--- src/rtl/core/iqtr_pkg.sv ---
`timescale 1ns / 1ps
// ----------------------------------------------------------------------------
// iqtr_pkg
// Shared types and constants for the quarter-turn image rotator.
// ----------------------------------------------------------------------------
package iqtr_pkg;

    localparam int DEF_MAX_WIDTH  = 64;
    localparam int DEF_MAX_HEIGHT = 64;
    localparam int MAX_BPP        = 4;

    localparam int PIX_W = 32;
    localparam int CFG_W = 7;
    localparam int IDX_W = 2;

    typedef logic [IDX_W-1:0] t_cfg_idx;

    localparam t_cfg_idx REG_WIDTH  = 2'd0;
    localparam t_cfg_idx REG_HEIGHT = 2'd1;
    localparam t_cfg_idx REG_BPP    = 2'd2;
    localparam t_cfg_idx REG_CW     = 2'd3;

    localparam logic [CFG_W-1:0] RST_WIDTH  = 7'd64;
    localparam logic [CFG_W-1:0] RST_HEIGHT = 7'd64;
    localparam logic [2:0]       RST_BPP    = 3'd4;

    typedef struct packed {
        logic             func;
        logic [PIX_W-1:0] pixel_in;
    } t_rot_in;

    typedef struct packed {
        logic [PIX_W-1:0] pixel_out;
        logic             end_of_frame;
    } t_rot_out;

    // commands from the controller to the datapath
    typedef struct packed {
        logic load;
        logic fetch;
        logic clear;
    } t_dp_cmd;

endpackage

--- src/rtl/core/iqtr_ctrl.sv ---
`timescale 1ns / 1ps
// ----------------------------------------------------------------------------
// iqtr_ctrl
// Controller: accepts words, issues load/fetch/clear commands, times strobe.
// ----------------------------------------------------------------------------
module iqtr_ctrl
    import iqtr_pkg::*;
(
    input  logic    i_clk,
    input  logic    i_rst_n,
    input  logic    start,
    input  logic    i_func,
    input  logic    i_cfg_we,
    output logic    busy,
    output logic    o_strobe,
    output t_dp_cmd o_cmd
);

    typedef enum logic [2:0] {
        ST_INIT = 3'b001,
        ST_IDLE = 3'b010,
        ST_EMIT = 3'b100
    } t_state;

    t_state r_state;
    t_state n_state;
    logic   accept;

    assign busy   = (r_state == ST_INIT);
    assign accept = start && !busy;

    always_comb begin
        o_cmd.load  = accept && !i_func;
        o_cmd.fetch = accept && i_func;
        o_cmd.clear = i_cfg_we;
    end

    always_comb begin
        n_state = r_state;
        case (r_state)
            ST_INIT: begin
                n_state = ST_IDLE;
            end
            ST_IDLE, ST_EMIT: begin
                n_state = o_cmd.fetch ? ST_EMIT : ST_IDLE;
            end
            default: begin
                n_state = ST_INIT;
            end
        endcase
    end

    always_ff @(posedge i_clk) begin
        if (!i_rst_n) begin
            r_state <= ST_INIT;
        end else begin
            r_state <= n_state;
        end
    end

    assign o_strobe = (r_state == ST_EMIT);

    // result word in the cycle after a fetch
    a_strobe_after_fetch: assert property (@(posedge i_clk) disable iff (!i_rst_n)
        o_cmd.fetch |=> o_strobe)
        else $error("fetch not followed by strobe");

    a_no_strobe_after_load: assert property (@(posedge i_clk) disable iff (!i_rst_n)
        (o_cmd.load || !accept) |=> !o_strobe)
        else $error("strobe without fetch");

    a_busy_one_cycle: assert property (@(posedge i_clk) disable iff (!i_rst_n)
        busy |=> !busy)
        else $error("busy held past start-up");

endmodule

--- config.mk ---
export PLATFORM = sky130hd
export DESIGN_NAME = iqtr_ctrl
export DESIGN_NICKNAME = d
export VERILOG_FILES = /design/src/rtl/core/iqtr_pkg.sv /design/src/rtl/core/iqtr_ctrl.sv
export SDC_FILE = /design/constraint.sdc
export NUM_CORES = 1
export LEC_CHECK = 0
export ABC_AREA = 1
export BUFFER_PORTS_ARGS = -buffer_cell sky130_fd_sc_hd__buf_2
export CORE_AREA = 10 10 47 49
export CTS_CLUSTER_SIZE = 20
export DETAILED_ROUTE_END_ITERATION = 10
export DIE_AREA = 0 0 57 59
export PLACE_DENSITY = 0.42
export SETUP_SLACK_MARGIN = 0.4
export SLEW_MARGIN = 20
export SYNTH_ARGS = -nofsm -noshare
export SYNTH_HDL_FRONTEND = slang
export SYNTH_SLANG_ARGS = --single-unit
--- constraint.sdc ---
create_clock -name i_clk -period 1.2 [get_ports i_clk]
set_input_delay 0 -clock i_clk [delete_from_list [all_inputs] [get_ports i_clk]]
set_output_delay 0 -clock i_clk [all_outputs]
set_load 0.02 [all_outputs]
Word-level counts from Yosys, hierarchy flattened
Cells that the tools add are included.
{ "word_totals": {"wordCells": 12, "ff_bits": 3} }
{ "classes": {"eq_ne": 3, "n_mux": 2, "reduce_logical": 6} }
{ "op_table": {"columns": ["op", "count"], "rows": [
  ["$pmux W3 S2", 1],
  ["$eq A3 B1 Y1 const B", 1],
  ["$eq A3 B2 Y1 const B", 1],
  ["$eq A3 B3 Y1 const B", 1],
  ["$logic_and A1 B1 Y1", 3],
  ["$mux W3", 1],
  ["$logic_not A1 Y1", 2],
  ["$reduce_or A2 Y1", 1]
]} }

Depth between registers and ports, before layout
{ "depth": {"depth_word": 6, "mapped_depth": 7, "ltp_nobuf": 7} }

Least setup slack after synthesis
No wires, ideal clock.
{ "synth_path": {"path_kind": "reg2out", "from": "register r_state[2]", "to": "output o_cmd[2] (netlist name)", "path_stages_with_launch": 5, "t_required_ns": 1.200, "t_arrival_ns": 0.800, "setup_slack_ns": 0.400, "cell_sequence": "dfxtp_1 -> inv_1 -> nand3_1 -> nand2_1 -> nor2_1"} }
{ "synth_rtl": {"columns": ["element", "line_no", "text"], "rows": [
  ["from (decl)", "iqtr_ctrl.sv:25", "t_state r_state;"],
  ["from (signal assigned)", "iqtr_ctrl.sv:57", "r_state <= n_state;"],
  ["to (decl)", "iqtr_ctrl.sv:16", "output t_dp_cmd o_cmd"]
]} }

==> results.md <==
* Result of the run: finished, final reports clean
* CTS Buf Count at 3
* Initial core utilization at 10.80%
* DRT antenna net count at 0
* Clock period minus worst slack at 0.9675 ns
* Post-synth top area share at 39.67%
* Largest net degree at the start of global routing at 5
* Max-slew violation count at 0
* Synth area leader: dfxtp_1
* Hold Path Stages at 0
* Port Buf Inserts at 7
* GR Util All Layers at 2.934%
* Root Buffer: clkbuf_4
* Power per cell area at 1925 nW/um^2
* Worst Slack Setup Final at 0.2325 ns
* Worst Hold Launch: i_cfg_we
* Mapped Cells at 25
* Net count after synthesis at 30
* Area grow syn2layout at 93.39%
* Largest register by flop count: r_state
* Chip width at 57 um
* Clk_lat worst skew at 0.23 ns
* Unrepaired setup endpoints after global routing: true
* # rows at 14
* Fin. Hold Viols at 0
* DP Worst Slack at 0.3260 ns
* # diodes at 0
* Worst r2r src: r_state[2]
* Main synth FF type: dfxtp_1
* HP Class: primary input to output port
* Final TNS setup at 0 ns
* Max reg flops at 3
* Drt drc at 0
* Post-synth EDFFs at 0
* Slew @ Worst Pin at 0.1179 ns
* Fin nets at 43
* Seq/Total Area, Yosys at 39.67%
* Leak at 0.0001540 uW
* H-tree lvl count at 1
* Most instantiated cells after synthesis: inv_1, nand2_1, nor2_1, dfxtp_1, nand3_1
* Post-Route WL at 441 um
* R2R setup slack at 0.30 ns
* Max Freq at 1.034 GHz
* Max-cap violation count at 0
* Routed len/inst at 8.321 um
* Syn Area/Cell at 6.056 um^2
* Max VDD drop at 0.0007708 V
* CP Max Fanout at 3
* R2R cell count at 8
* Clock skew at 0.001636 ns
* Crit path DAT at 0.97 ns
* Startpoint Class: register
* # IOs at 10
* Worst Hold Endpoint: o_cmd[0]
* Syn Std Cell Area at 151.4 um^2
* Yosys reg bits at 3
* Gr ovfl total at 0
* DR pass1 iterations at 4
* Cts hold-fix bufs at 0
* Max Root-Sink Buffers at 2
* CP endpoint kind: output port
* Clock slew at reported path FFs at 0.04 ns
* First-pass GRT wire length at 710 um
* # clock sinks at 3
* GPL Wtd Cong at 0.6371
* DR vias/cell at 3.453
* Slew margin rel. at 92.11%
* Die area at 3363 um^2
* Final cycle utilization of the critical path at 80.63%
* CTS tree: done
* RR Endpoint: r_state[1]
* Vias at 183
* Vias in the first global route at 174
* Fraction of layout instances using a drive strength above 1 at 67.57%
* Main area contributors after synthesis: dfxtp_1, inv_1, nand2_1, nor2_1, nand3_1
* Synth warn at 0
* Post-DP HPWL at 329.4 um
* Initial antenna violation count at 0
* Largest registers: r_state (3)
* Synth cell types at 7
* Core Region at 1401 um^2
* Die Y at 59 um
* # setup viols final at 0
* Worst Path Class, Setup: register to output port
* Critical Path RT at 1.20 ns
* Async set-reset flop share out of synthesis at 0%
* Initial detailed-routing violation count at 2
## final cells by class
class	instances	area, um^2
Fill cell	162	1109
Timing Repair Buffer	9	71.32
Tap cell	16	20.02
Inverter	7	26.28
Sequential cell	3	63.81
Clock buffer	4	26.28
Multi-Input combinational cell	14	85.08
## stage by stage
step	utilization, %	hold slack (ns)	total power (uW)	cells	instance area (um^2)
final	20.89	0.0003286	563.6	53	292.8
after global routing	20.89	0.0003200	613.1	53	292.8
after CTS	19.11	0.0005727	537.8	53	267.8
after detailed placement	14.20	0.0005727	292.7	47	198.9
after global placement	14.20	0.0005727	292.4	47	198.9
after floorplan	-	0.07979	250.3	25	151.4
## timing repair
item / CTS / global route
setup endpoints to repair: 6 / 7
resized for setup: 12 / 9
buffers inserted: 2 / 0
pin swaps: 0 / 1
## critical path, stage by stage, from the launching register on
cell and delay, ns:
dfxtp_2 0.32, inv_2 0.05, nand3_4 0.08, nand2_2 0.05, nor2_2 0.09, buf_4 0.14
## cell families after synthesis
| family | synth area share [%] |
|---|---|
| flops | 39.67 |
| buf+inv | 22.32 |
| simple gates | 38.02 |
## power by group
group | switching [uW] | leakage, uW | internal, uW | total [uW]
combinational | 125 | 0.000114 | 106 | 231
clock | 54.2 | 0.0000150 | 125 | 179
sequential | 24.7 | 0.0000253 | 129 | 154
total | 204 | 0.000154 | 360 | 564
## layer usage
layer / global-route usage, % / share of wire [%] / vias to the layer above
li1: - / - / 96
met1: 2.482 / 37 / 82
met2: 3.721 / 52 / 5
met3: 4.292 / 11 / 0
met4: 1.007 / 0 / 0
met5: 0 / 0 / -
## worst max-delay path by stage
stage	endpoint	start	cells past startpoint
floorplan	o_cmd[2]	r_state[2]	4
global placement	r_state[1]	r_state[2]	5
detailed placement	r_state[1]	r_state[2]	5
CTS	o_cmd[2]	r_state[1]	5
global route	o_cmd[2]	r_state[1]	5
finish	o_cmd[2]	r_state[2]	5
## placed cells by master (no fill, tap or decap)
master    n
buf_4     3
nand2_1   4
inv_2     4
nor2_1    3
dfxtp_2   3
nor2_2    1
nand2_2   3
clkbuf_4  3
nand3_4   1
buf_2     3
buf_6     3
nand4_1   1
inv_1     3
clkbuf_1  1
nand3_2   1
Power figures use the tool's default switching activity.
